$ cat src/cfc_pkg.sv
// cfc_pkg: shared constants, result struct and crc byte step for the
// control frame checker; no dependencies
package cfc_pkg;

  localparam int unsigned FrameBytes = 9;
  localparam int unsigned CrcBytes   = 7;

  localparam logic [15:0] CrcInit = 16'hFFFF;
  localparam logic [15:0] CrcPoly = 16'h1021;

  localparam logic [1:0] StatusOk       = 2'd0;
  localparam logic [1:0] StatusShort    = 2'd1;
  localparam logic [1:0] StatusWrongTyp = 2'd2;
  localparam logic [1:0] StatusCrcBad   = 2'd3;

  typedef struct packed {
    logic [1:0]  status;
    logic        failed;
    logic        reset_requested;
    logic [31:0] value_bits;
    logic [15:0] computed_crc;
  } res_t;

  // one byte through crc-16-ccitt, msb first, unrolled over eight bits
  function automatic logic [15:0] crc_byte(input logic [15:0] crc, input logic [7:0] b);
    logic [15:0] c;
    c = crc ^ {b, 8'h00};
    for (int k = 0; k < 8; k++) begin
      if (c[15]) begin
        c = {c[14:0], 1'b0} ^ CrcPoly;
      end else begin
        c = {c[14:0], 1'b0};
      end
    end
    return c;
  endfunction

endpackage

$ cat src/cfc_frame.sv
// cfc_frame: per-frame state (count, running crc, staged fields), the end of
// frame decision and the held fields; uses cfc_pkg
module cfc_frame (
  input  logic          clk_i,
  input  logic          rst_ni,
  input  logic          step_i,
  input  logic [7:0]    byte_i,
  input  logic          last_i,
  input  logic [7:0]    expected_type_i,
  output cfc_pkg::res_t res_o
);
  import cfc_pkg::*;

  logic [3:0]  cnt_q, cnt_d, cnt_nxt;
  logic [15:0] crc_q, crc_d, crc_nxt;
  logic [7:0]  type_q, type_d, type_nxt;
  logic [1:0]  flags_q, flags_d, flags_nxt;
  logic [31:0] sval_q, sval_d, sval_nxt;
  logic [15:0] rcrc_q, rcrc_d, rcrc_nxt;
  logic        hfail_q, hfail_d;
  logic        hrst_q, hrst_d;
  logic [31:0] hval_q, hval_d;
  logic [1:0]  status;
  logic        active;

  assign active = cnt_q < 4'(FrameBytes);

  // fold this byte into the frame
  always_comb begin
    cnt_nxt   = cnt_q;
    crc_nxt   = crc_q;
    type_nxt  = type_q;
    flags_nxt = flags_q;
    sval_nxt  = sval_q;
    rcrc_nxt  = rcrc_q;
    if (active) begin
      cnt_nxt = cnt_q + 4'd1;
      if (cnt_q < 4'(CrcBytes)) begin
        crc_nxt = crc_byte(crc_q, byte_i);
      end
      unique case (cnt_q)
        4'd0:    type_nxt     = byte_i;
        4'd1:    flags_nxt[0] = |byte_i;
        4'd2:    flags_nxt[1] = |byte_i;
        4'd3:    sval_nxt[7:0]   = byte_i;
        4'd4:    sval_nxt[15:8]  = byte_i;
        4'd5:    sval_nxt[23:16] = byte_i;
        4'd6:    sval_nxt[31:24] = byte_i;
        4'd7:    rcrc_nxt[7:0]   = byte_i;
        default: rcrc_nxt[15:8]  = byte_i;
      endcase
    end
  end

  // end of frame decision
  always_comb begin
    hfail_d = hfail_q;
    hrst_d  = hrst_q;
    hval_d  = hval_q;
    priority if (cnt_nxt < 4'(FrameBytes)) begin
      status = StatusShort;
    end else if (type_nxt != expected_type_i) begin
      status = StatusWrongTyp;
    end else if (rcrc_nxt != crc_nxt) begin
      status  = StatusCrcBad;
      hfail_d = 1'b1;
      hrst_d  = 1'b0;
      hval_d  = '0;
    end else begin
      status  = StatusOk;
      hfail_d = flags_nxt[0];
      hrst_d  = flags_nxt[1];
      hval_d  = sval_nxt;
    end
  end

  always_comb begin
    cnt_d   = cnt_nxt;
    crc_d   = crc_nxt;
    type_d  = type_nxt;
    flags_d = flags_nxt;
    sval_d  = sval_nxt;
    rcrc_d  = rcrc_nxt;
    if (last_i) begin
      cnt_d   = '0;
      crc_d   = CrcInit;
      type_d  = '0;
      flags_d = '0;
      sval_d  = '0;
      rcrc_d  = '0;
    end
  end

  always_ff @(posedge clk_i or negedge rst_ni) begin
    if (!rst_ni) begin
      cnt_q   <= '0;
      crc_q   <= CrcInit;
      type_q  <= '0;
      flags_q <= '0;
      sval_q  <= '0;
      rcrc_q  <= '0;
      hfail_q <= 1'b0;
      hrst_q  <= 1'b0;
      hval_q  <= '0;
    end else if (step_i) begin
      cnt_q   <= cnt_d;
      crc_q   <= crc_d;
      type_q  <= type_d;
      flags_q <= flags_d;
      sval_q  <= sval_d;
      rcrc_q  <= rcrc_d;
      if (last_i) begin
        hfail_q <= hfail_d;
        hrst_q  <= hrst_d;
        hval_q  <= hval_d;
      end
    end
  end

  assign res_o.status          = status;
  assign res_o.failed          = hfail_d;
  assign res_o.reset_requested = hrst_d;
  assign res_o.value_bits      = hval_d;
  assign res_o.computed_crc    = crc_nxt;

endmodule

$ cat config.mk
export PLATFORM = sky130hd
export DESIGN_NAME = cfc_frame
export DESIGN_NICKNAME = d
export VERILOG_FILES = /design/src/cfc_pkg.sv /design/src/cfc_frame.sv
export SDC_FILE = /design/constraint.sdc
export NUM_CORES = 1
export LEC_CHECK = 0
export BUFFER_PORTS_ARGS = -buffer_cell sky130_fd_sc_hd__buf_4
export CORE_MARGIN = 8
export CORE_UTILIZATION = 40
export CTS_CLUSTER_SIZE = 25
export DETAILED_ROUTE_END_ITERATION = 7
export SLEW_MARGIN = 30
export SYNTH_ARGS = -nofsm -noshare
export SYNTH_HDL_FRONTEND = slang
export SYNTH_SLANG_ARGS = --single-unit
export TNS_END_PERCENT = 10
$ cat constraint.sdc
create_clock -name clk_i -period 7.3 [get_ports clk_i]
set_clock_uncertainty 0.2 [all_clocks]
set_input_delay 0.365 -clock clk_i [delete_from_list [all_inputs] [get_ports clk_i]]
set_output_delay 0.365 -clock clk_i [all_outputs]
set_load 0.05 [all_outputs]
# Word-level counts from Yosys, hierarchy flattened

Index checks and enable logic that the tools add are counted.

Add/subtract/negate cells: 1
Multipliers: 0
Divide/modulo/power cells: 0
Magnitude comparators: 3
Equality and inequality tests: 9
Shift-type cells: 0
Mux-type cells: 56
Bitwise operators: 9
Reductions and logical operators: 4

Operators with widths:

| operator              | count |
|---|---|
| $mux W16              | 19 |
| $mux W32              | 5 |
| $mux W13              | 8 |
| $mux W8               | 9 |
| $not A3 Y3            | 8 |
| $eq A4 B3 Y1 const B  | 4 |
| $ne A16 B16 Y1        | 1 |
| $reduce_or A8 Y1      | 2 |
| $xor A16 B16 Y16      | 1 |
| $mux W2               | 5 |
| $eq A4 B2 Y1 const B  | 2 |
| $lt A4 B4 Y1 const B  | 2 |
| $mux W1               | 8 |
| $mux W4               | 2 |
| $ne A8 B8 Y1          | 1 |
| $add A4 B1 Y4 const B | 1 |
| $eq A4 B1 Y1 const B  | 1 |
| $logic_not A4 Y1      | 1 |
| $lt A4 B3 Y1 const B  | 1 |
| $reduce_and A2 Y1     | 1 |

Flip-flop bits (word level): 112
Latch bits: 0
RAM bits: 0
Bits in read-only memories: 0
Word-level logic and storage cells: 91
Memories: 0

# Depth between registers and ports, before layout

Gate-level depths: netlist (run 1).

Depth in word-level cells: 37
Gate-level depth with buffers: 14
Mapped depth without buffers: 9

# Least setup slack after synthesis (run 1)

No wires, ideal clock.

Path kind: register to output
Start: register cnt_q[0]
End: output res_o[18] in the netlist's numbering
Arrival: 4.885 ns
Path slack: 1.850 ns
Stages on the path, launching flop included: 12
Path buffers: 4
Cells stage by stage: dfrtp_1 ha_1 clkbuf_1 a21o_1 clkbuf_1 o21ai_0 xor2_1 nand4_1 or4_1 buf_2 buf_2 o31ai_1

RTL lines:

| element                  | line             | RTL |
|---|---|---|
| start: declaration       | cfc_frame.sv:14  | `logic [3:0] cnt_q, cnt_d, cnt_nxt;` |
| start signal: assignment | cfc_frame.sv:106 | `cnt_q <= cnt_d;` |
| end: declaration         | cfc_frame.sv:10  | `output cfc_pkg::res_t res_o` |

==> results of run 1 <==
## power groups by stage
stage	clock network [mW]	registers [mW]	logic [mW]
2_1_floorplan	0	0.754	0.892
3_3_place_gp	0	0.768	1.19
3_5_place_dp	0	0.771	1.21
4_1_cts	0.563	0.760	1.21
5_1_grt	0.587	0.770	1.29
6_report	0.555	0.760	1.21
## stage by stage
step | cell area (um2) | setup slack [ns]
after floorplan | 6610 | 1.85
after global placement | 7230 | 2.55
after detailed placement | 7230 | 2.45
after CTS | 7570 | 2.05
after global routing | 7570 | 1.79
final | 7570 | 2.06
## cells by family after synthesis
kind of cell / share of synthesized area [%]
AOI/OAI and AO/OA: 20.1
DFF: 42.7
adders and majority gates: 0.757
and+or+nand+nor: 14.0
xor gates and xnor gates: 8.08
buffers and inverters: 5.26
muxes: 9.01
## cells in the final DEF (no fill, tap or decap), types with 3 or more instances in the layout
cell and instances:
buf_4 77, o31ai_2 19, xnor3_1 8, inv_1 28, o22ai_1 9, o21ai_0 65, nand4_1 4, nor2_1 21
nor2b_1 3, o21bai_1 3, o22a_1 8, dfstp_2 16, clkbuf_16 9, a21oi_1 15, dfrtp_1 96, or4_1 3
and2_1 4, xor2_1 11, o21a_1 5, o31ai_1 47, nor4_1 4, o21ai_1 7, mux2i_1 57, xnor2_1 23
nand2_1 153, ha_1 4, nand2b_1 13
## layout make-up
class | count | area, um2 | share of cell area [%]
clock buffers | 10 | 239 | 3.16
flip-flops and latches | 112 | 2820 | 37.3
repair buffers | 78 | 588 | 7.77
well taps | 220 | 275 | 3.64
clock inverters | 6 | 91.3 | 1.21
inverters | 28 | 105 | 1.39
multi-input cells | 514 | 3440 | 45.5
## sequential cells by signal (all words and copies together), names as in the netlist
register	flops
sval_q	32
type_q	8
hrst_q	1
rcrc_q	16
crc_q	16
cnt_q	4
hfail_q	1
flags_q	2
hval_q	32
## path summary, 6_finish.rpt
path / endpoint / slack (ns)
setup reg to reg: hval_q[11] / 2.94
hold reg to reg: hval_q[22] / 0.28
min in group asynchronous: hval_q[9] / 0.40
hold / removal: sval_q[31] / 0.18
setup / recovery: res_o[30] / 2.06
max in group asynchronous: cnt_q[1] / 5.26
## layer usage
metal / up-vias / part of all wire, %
met2: 125 / 48
met3: 14 / 5.8
met4: 0 / 1.3
li1: 2541 / -
met1: 2594 / 45
met5: - / 0
==> results.yml, run 1 <==
setup_path:
  worstSetupPathType: "flop to output port"
  reg2reg_depth: 8
  crit_cells: 9
  cp-start-kind: "flop"
  crit_start: "cnt_q[0]"
  cp.required_ns: 6.73
  cp_top_family: "compound AO/OA/AOI/OAI gates"
  critical_path_buf_inv_count: 2
  slowest_delay_ns: 0.83
  cpMaxStageDelayCell: "a21oi_1"
  endpoint_kind: "output port"
  crit_path_max_fanout: 68
  path_cells: "ha_1 -> a21oi_1 -> mux2i_1 -> xor2_1 -> or4_1 -> or4_2 -> buf_4 -> o31ai_2 -> buf_4"
  r2r-start: "cnt_q[0]"
  cp.arrival_ns: 4.67
  crit_path_frequent_cell: "buf_4"
die:
  num_rows: 47
  start_util_pct: 40.4
  die_w_um: 145
  die_area_um2: 20900
  die_h_um: 145
  num_io_pins: 72
  coreArea_um2: 16300
logic_synthesis:
  synth_nets: 732
  syn_avg_cell_area_um2: 9.33
  yosys_warnings: 0
  synth-edff-count: 0
  synth_area_leaders: "dfrtp_1 36%, nand2_1 8.7%, mux2i_1 8.6%"
  synth_top_cell_area_share_pct: 36.3
  ys_async_sr_fraction_pct: 100
  synth_cell_types: 52
  synth_most_common_cell: "nand2_1"
  yosys-top-cells-count: "153 x nand2_1, 96 x dfrtp_1, 65 x o21ai_0, 57 x mux2i_1, 47 x o31ai_1"
  synth_top_area_cell: "dfrtp_1"
  syn-cell-area_um2: 6610
  synthFlopType: "dfrtp_1"
  synth_seq_cells: 112
  ys_seq_area_share_pct: 42.7
  netlist_instances: 708
route:
  viasPerCell: 5.45
  antenna_left: 0
  wire_per_inst_um: 18.8
  wl_um: 18200
  drt_iter0_drc: 437
  drt-pass1-iter-count: 5
  drc_errors: 0
  vias: 5274
timing:
  holdWs_ns: 0.176
  final_max_slew_viol_count: 0
  relSlewSlack_pct: 34.0
  fin_crit_sh_pct: 71.7
  setup_viol_count_final: 0
  fmax_mhz: 191
  hold_viol_final: 0
  grt_setup_unrepaired: "false"
  post-route-min-period_ns: 5.24
  worstMarginPinSlew_ns: 0.990
  tns_ns: 0
placement:
  numPlacedInstances: 951
  place.gp.congestion: 0.851
  portBuffers: 71
  dp_hpwl_um: 12500
cts:
  insertion_delay_ns: 0.36
  clk_pin_slew_worst_paths_ns: 0.07
  h-tree-depth: 3
  hold_buffers: 1
  post_cts_resized: 0
  clock-sinks: 112
  cts_setup_buffers: 0
  cts.path.max_buffers: 2
  cts_tree: "built"
  cts_root_buffer: "clkbuf_16"
  numCtsBuffers: 9
hold_path:
  hold_start: "last_i"
  hp-class: "input pin to flop"
  hold_depth: 2
outcome:
  status: "complete, no violations"
global_route:
  grt_pass1_wl_um: 29000
  grt_max_degree: 69
  use_met1_pct: 24.1
  overflow: 0
  busiest_layer: "met2"
  grt_use_total_pct: 17.9
  grt_util_met3_pct: 2.48
  use_met2_pct: 29.1
  antenna_found_initial: 0
  grt_pass1_vias: 5255
layout:
  stdcell_count: 968
  fill_cells: 1602
  final_util_pct: 46.3
  n_antenna_cell: 0
  areaGrowthSynthToFinish_pct: 14.5
  layout.nets: 767
  drive_above_1_share_pct: 18.3
pwr:
  peakVddDrop_mv: 0.599
  net-switching-power_mw: 1.07
  powerDensity_nw_per_um2: 334
  clkPwrFrac_pct: 22.0
  pwr-share-seq_pct: 30.1
  comb_power_share_pct: 47.9
  swShare_pct: 42.4
  power.internal_mw: 1.45
  power.leakage_nw: 3.40
  report.power.total_mw: 2.52
job:
  max_cap_viol_count: 0
(Power assumes the default switching activity.)
==> run 2, diff against run 1 <==
==> constraint.sdc (replaced) <==
create_clock -name clk_i -period 4.6 [get_ports clk_i]
set_clock_uncertainty 0.2 [all_clocks]
set_input_delay 0.23 -clock clk_i [delete_from_list [all_inputs] [get_ports clk_i]]
set_output_delay 0.23 -clock clk_i [all_outputs]
set_load 0.05 [all_outputs]
==> run 2 against run 1 <==
Against the previous run:
- via count rose by 1.5%
- critical path depth rose by 3
- setup slack got worse by 2.0 ns
- sequential share of layout area fell by 0.17 points
- utilization rose by 0.25 points
- die area did not move
- routed wire length fell by 0.79%
- clock power rose by 46%
- global-route usage fell by 0.28 points
- first-iteration DRC count rose by 9.4%
- register-to-register slack got worse by 2.1 ns
- sequential power rose by 59%
- highest routed layer unchanged
==> results.yml, run 2 (synthesized netlist as in run 1, its figures left out) <==
global_route:
  grt_max_degree: 84
  overflow: 0
  grt_use_total_pct: 17.7
  grt_pass1_vias: 5219
  grt_pass1_wl_um: 28400
  antenna_found_initial: 0
cts:
  clock-sinks: 112
  insertion_delay_ns: 0.36
  numCtsBuffers: 9
  cts_tree: "built"
  cts_root_buffer: "clkbuf_16"
  clk_pin_slew_worst_paths_ns: 0.07
  h-tree-depth: 3
  cts.path.max_buffers: 2
placement:
  dp_hpwl_um: 12400
  place.gp.congestion: 0.877
  numPlacedInstances: 955
  portBuffers: 71
pwr:
  peakVddDrop_mv: 0.688
  powerDensity_nw_per_um2: 519
  power.leakage_nw: 3.42
  report.power.total_mw: 3.95
layout:
  areaGrowthSynthToFinish_pct: 15.1
  stdcell_count: 974
  fill_cells: 1639
  layout.nets: 773
  final_common_cell: "nand2_1"
  n_antenna_cell: 0
  final_cell_mix: "153 x nand2_1, 94 x dfrtp_1, 81 x buf_4, 62 x o21ai_0, 57 x mux2i_1"
  largestRegisters: "hval_q x32, sval_q x32"
  drive_above_1_share_pct: 19.5
route:
  drc_errors: 0
  drt_iter0_drc: 478
  wire_per_inst_um: 18.5
  drt-pass1-iter-count: 5
  viasPerCell: 5.50
  wl_um: 18000
  antenna_left: 0
  vias: 5355
setup_path:
  cp-start-kind: "flop"
  endpoint_kind: "output port"
  worstSetupPathType: "flop to output port"
  cp.required_ns: 4.17
  crit_path_max_fanout: 68
  cp.arrival_ns: 4.06
die:
  num_io_pins: 72
  die_h_um: 145
  start_util_pct: 40.4
  coreArea_um2: 16300
  num_rows: 47
  die_w_um: 145
  die_area_um2: 20900
timing:
  grt_setup_unrepaired: "true"
  setup_viol_count_final: 0
  fmax_mhz: 223
  hold_viol_final: 0
  fin_crit_sh_pct: 97.6
  worstMarginPinSlew_ns: 0.819
  relSlewSlack_pct: 44.9
  post-route-min-period_ns: 4.49
  final_max_slew_viol_count: 0
hold_path:
  hp-class: "input pin to flop"
outcome:
  status: "complete, no violations"
job:
  max_cap_viol_count: 0
## run 2: path summary, 6_finish.rpt
check / from / end / slack (ns) / depth (start not counted)
max in group asynchronous: rst_ni / crc_q[5] / 2.99 / 3
worst max register to register: cnt_q[1] / hval_q[8] / 0.83 / 11
worst min-delay path: last_i / sval_q[31] / 0.03 / 2
worst max-delay path: cnt_q[1] / res_o[26] / 0.11 / 12
min in group asynchronous: rst_ni / hval_q[10] / 0.26 / 2
worst min register to register: hval_q[13] / hval_q[13] / 0.28 / 2
## run 2: critical path: stages, from the launching register on
cell and delay [ns]:
dfrtp_2 0.43, inv_1 0.09, ha_1 0.24, nor4_4 0.34
mux2i_2 0.10, buf_4 0.18, mux2i_1 0.13, xnor2_1 0.13
or4_1 0.53, or4_2 0.70, buf_12 0.22, o31ai_1 0.30
buf_4 0.25
## run 2: metrics by stage
stage | hold slack (ns) | util, % | setup WS [ns] | instance area (um2) | TNS, ns
2_1_floorplan | -0.266 | - | -0.276 | 6610 | -3.59
3_3_place_gp | 0.259 | 44.5 | 0.457 | 7270 | 0
3_5_place_dp | 0.141 | 44.5 | 0.354 | 7270 | 0
4_1_cts | 0.0352 | 46.4 | 0.00303 | 7590 | 0
5_1_grt | 0.0498 | 46.5 | -0.0361 | 7610 | -0.274
6_report | 0.0314 | 46.5 | 0.109 | 7610 | 0
## run 2: final cells by class
cell class	instances	area [um2]	area share [%]
Multi-Input combinational cell	514	3450	45.4
Inverter	28	105	1.38
Tap cell	220	275	3.62
Clock buffer	10	229	3.01
Timing Repair Buffer	84	649	8.54
Clock inverter	6	72.6	0.954
Sequential cell	112	2830	37.1
## run 2: timing repair
| action | CTS | global route |
|---|---|---|
| hold buffers | 1 | 0 |
| gates resized for setup | 1 | 4 |
| buffers inserted | 1 | 1 |
| endpoints found under the hold margin | 79 | 0 |
| cloned | 0 | 0 |
| endpoints found under the setup margin | 16 | 35 |
| pin swaps | 0 | 1 |
## run 2: power breakdown
group	total (mW)	internal, mW	switching [mW]
Combinational	1.93	0.708	1.22
Clock	0.812	0.432	0.380
Sequential	1.21	1.12	0.0904
Total	3.95	2.26	1.69
## run 2: per-layer routing
layer | global-route usage, % | part of all wire (%)
met5 | 0 | 0
met4 | 5.75 | 1.5
met3 | 2.71 | 4.9
met2 | 28.9 | 48
met1 | 23.4 | 45
==> run 3, diff against run 2 <==
--- a/config.mk
+++ b/config.mk
@@ -10,6 +10,7 @@
 export CORE_UTILIZATION = 40
 export CTS_CLUSTER_SIZE = 25
 export DETAILED_ROUTE_END_ITERATION = 7
+export MAX_ROUTING_LAYER = met4
 export SLEW_MARGIN = 30
 export SYNTH_ARGS = -nofsm -noshare
 export SYNTH_HDL_FRONTEND = slang
==> run 3 against run 2 <==
Against the previous run:
- via count down 0.22%
- global-route usage increased by 0.52 points
- combinational power is essentially flat
- cell count is the same
- design area stayed put
- setup slack gained 0.021 ns
- routed wire length fell by 0.22%
- die area stayed put
- first-iteration DRC count is 3.1% higher
- sequential share of layout area unchanged
- count of clock-buffer cells in the layout unchanged
==> results.yml, run 3 (synthesized netlist as in run 1, its figures left out) <==
pwr:
  peakVddDrop_mv: 0.686
  powerDensity_nw_per_um2: 519
  power.leakage_nw: 3.42
timing:
  worstMarginPinSlew_ns: 0.827
  layout_setup_ws_ns: 0.130
  fin_crit_sh_pct: 97.2
  fmax_mhz: 224
  post-route-min-period_ns: 4.47
  hold_viol_final: 0
  final_max_slew_viol_count: 0
  tns_ns: 0
  grt_setup_unrepaired: "true"
  setup_viol_count_final: 0
  relSlewSlack_pct: 44.8
layout:
  n_antenna_cell: 0
  largestRegisters: "hval_q x32, sval_q x32"
  areaGrowthSynthToFinish_pct: 15.1
  drive_above_1_share_pct: 19.5
  multi_input_area_um2: 3450
  final_common_cell: "nand2_1"
  layout.nets: 773
  final_cell_mix: "153 x nand2_1, 94 x dfrtp_1, 81 x buf_4, 62 x o21ai_0, 57 x mux2i_1"
  ff_latch_area_um2: 2830
  fill_cells: 1639
die:
  die_w_um: 145
  die_h_um: 145
  num_rows: 47
  coreArea_um2: 16300
  die_area_um2: 20900
  num_io_pins: 72
  start_util_pct: 40.4
job:
  max_cap_viol_count: 0
route:
  drc_errors: 0
  drt-pass1-iter-count: 6
  wire_per_inst_um: 18.5
  drt_iter0_drc: 493
  vias: 5343
  viasPerCell: 5.49
  wl_um: 18000
  antenna_left: 0
setup_path:
  r2r-start: "cnt_q[0]"
  crit_path_max_fanout: 68
  cp.arrival_ns: 4.04
  rr_endpoint: "hval_q[27]"
  worstSetupPathType: "flop to output port"
  reg2reg_depth: 11
  crit_start: "cnt_q[0]"
  endpoint_kind: "output port"
  cp-start-kind: "flop"
  r2r_setup_slack_ns: 0.88
  cp.required_ns: 4.17
  critPathCapture: "res_o[48]"
global_route:
  grt_pass1_vias: 5228
  grt_max_degree: 84
  grt_pass1_wl_um: 28400
  overflow: 0
  antenna_found_initial: 0
  grt_use_total_pct: 18.2
cts:
  numCtsBuffers: 9
  insertion_delay_ns: 0.36
  clock-sinks: 112
  clk_pin_slew_worst_paths_ns: 0.07
  h-tree-depth: 3
  cts_tree: "built"
  cts_root_buffer: "clkbuf_16"
  cts.path.max_buffers: 2
hold_path:
  hp-class: "input pin to flop"
placement:
  portBuffers: 71
  dp_hpwl_um: 12400
  place.gp.congestion: 0.891
  dp_slack_ns: 0.354
outcome:
  status: "complete, no violations"
==> run 3: cell counts in the layout (fill, tap and decap cells not counted) <==
No cell type changed its count.
==> run 3: critical path, stage by stage, from the launching register on <==
cell     delay [ns]
dfrtp_2        0.45
inv_1          0.12
ha_2           0.30
nor2b_1        0.22
mux2i_2        0.09
buf_4          0.18
mux2i_1        0.13
xnor2_1        0.13
or4_1          0.53
or4_2          0.70
buf_12         0.22
o31ai_1        0.30
buf_4          0.25
==> run 3: final cells by class <==
class	instances	share of cell area (%)
multi-input cells	514	45.4
clock inverters	6	0.954
well taps	220	3.62
flip-flops and latches	112	37.1
clock buffers	10	3.01
repair buffers	84	8.54
inverters	28	1.38
==> run 3: worst min path at each step <==
stage	endpoint	start	slack, ns	depth (start not counted)
floorplan	cnt_q[0]	rst_ni	-0.27	0
global placement	hval_q[14]	hval_q[14]	0.26	2
detailed placement	hval_q[10]	rst_ni	0.14	1
CTS	sval_q[31]	last_i	0.04	2
global route	sval_q[31]	last_i	0.05	2
finish	sval_q[31]	last_i	0.04	2
==> run 3: metal layers <==
layer  GRT usage, %  part of all wire [%]  vias to the layer above
li1               -                     -                     2558
met1           23.6                    46                     2624
met5              -                     0                        -
met3           2.34                   4.7                       22
met4           5.75                   1.6                        0
met2           29.0                    48                      139
==> run 3: stage by stage <==
stage          cell area, um2  hold WS (ns)  power, mW  cells  util (%)
3_5_place_dp             7270         0.141       3.15    955      44.5
2_1_floorplan            6610        -0.266       2.62    708         -
5_1_grt                  7610        0.0483       4.14    974      46.5
6_report                 7610        0.0350       3.95    974      46.5
3_3_place_gp             7270         0.259       3.14    955      44.5
4_1_cts                  7590        0.0352       3.97    973      46.4
==> run 3: report_power, final <==
group	total, mW	switching [mW]	internal, mW
registers	1.21	0.0891	1.12
logic	1.93	1.22	0.708
clock network	0.813	0.381	0.432
total	3.95	1.69	2.26
==> run 3: what timing repair did <==
item                                   in CTS  in global routing
pin swaps                                   0                  1
hold buffers                                1                  0
endpoints found under the hold margin      79                  0
setup endpoints to repair                  16                 35
buffers inserted                            1                  1
gates resized for setup                     1                  4
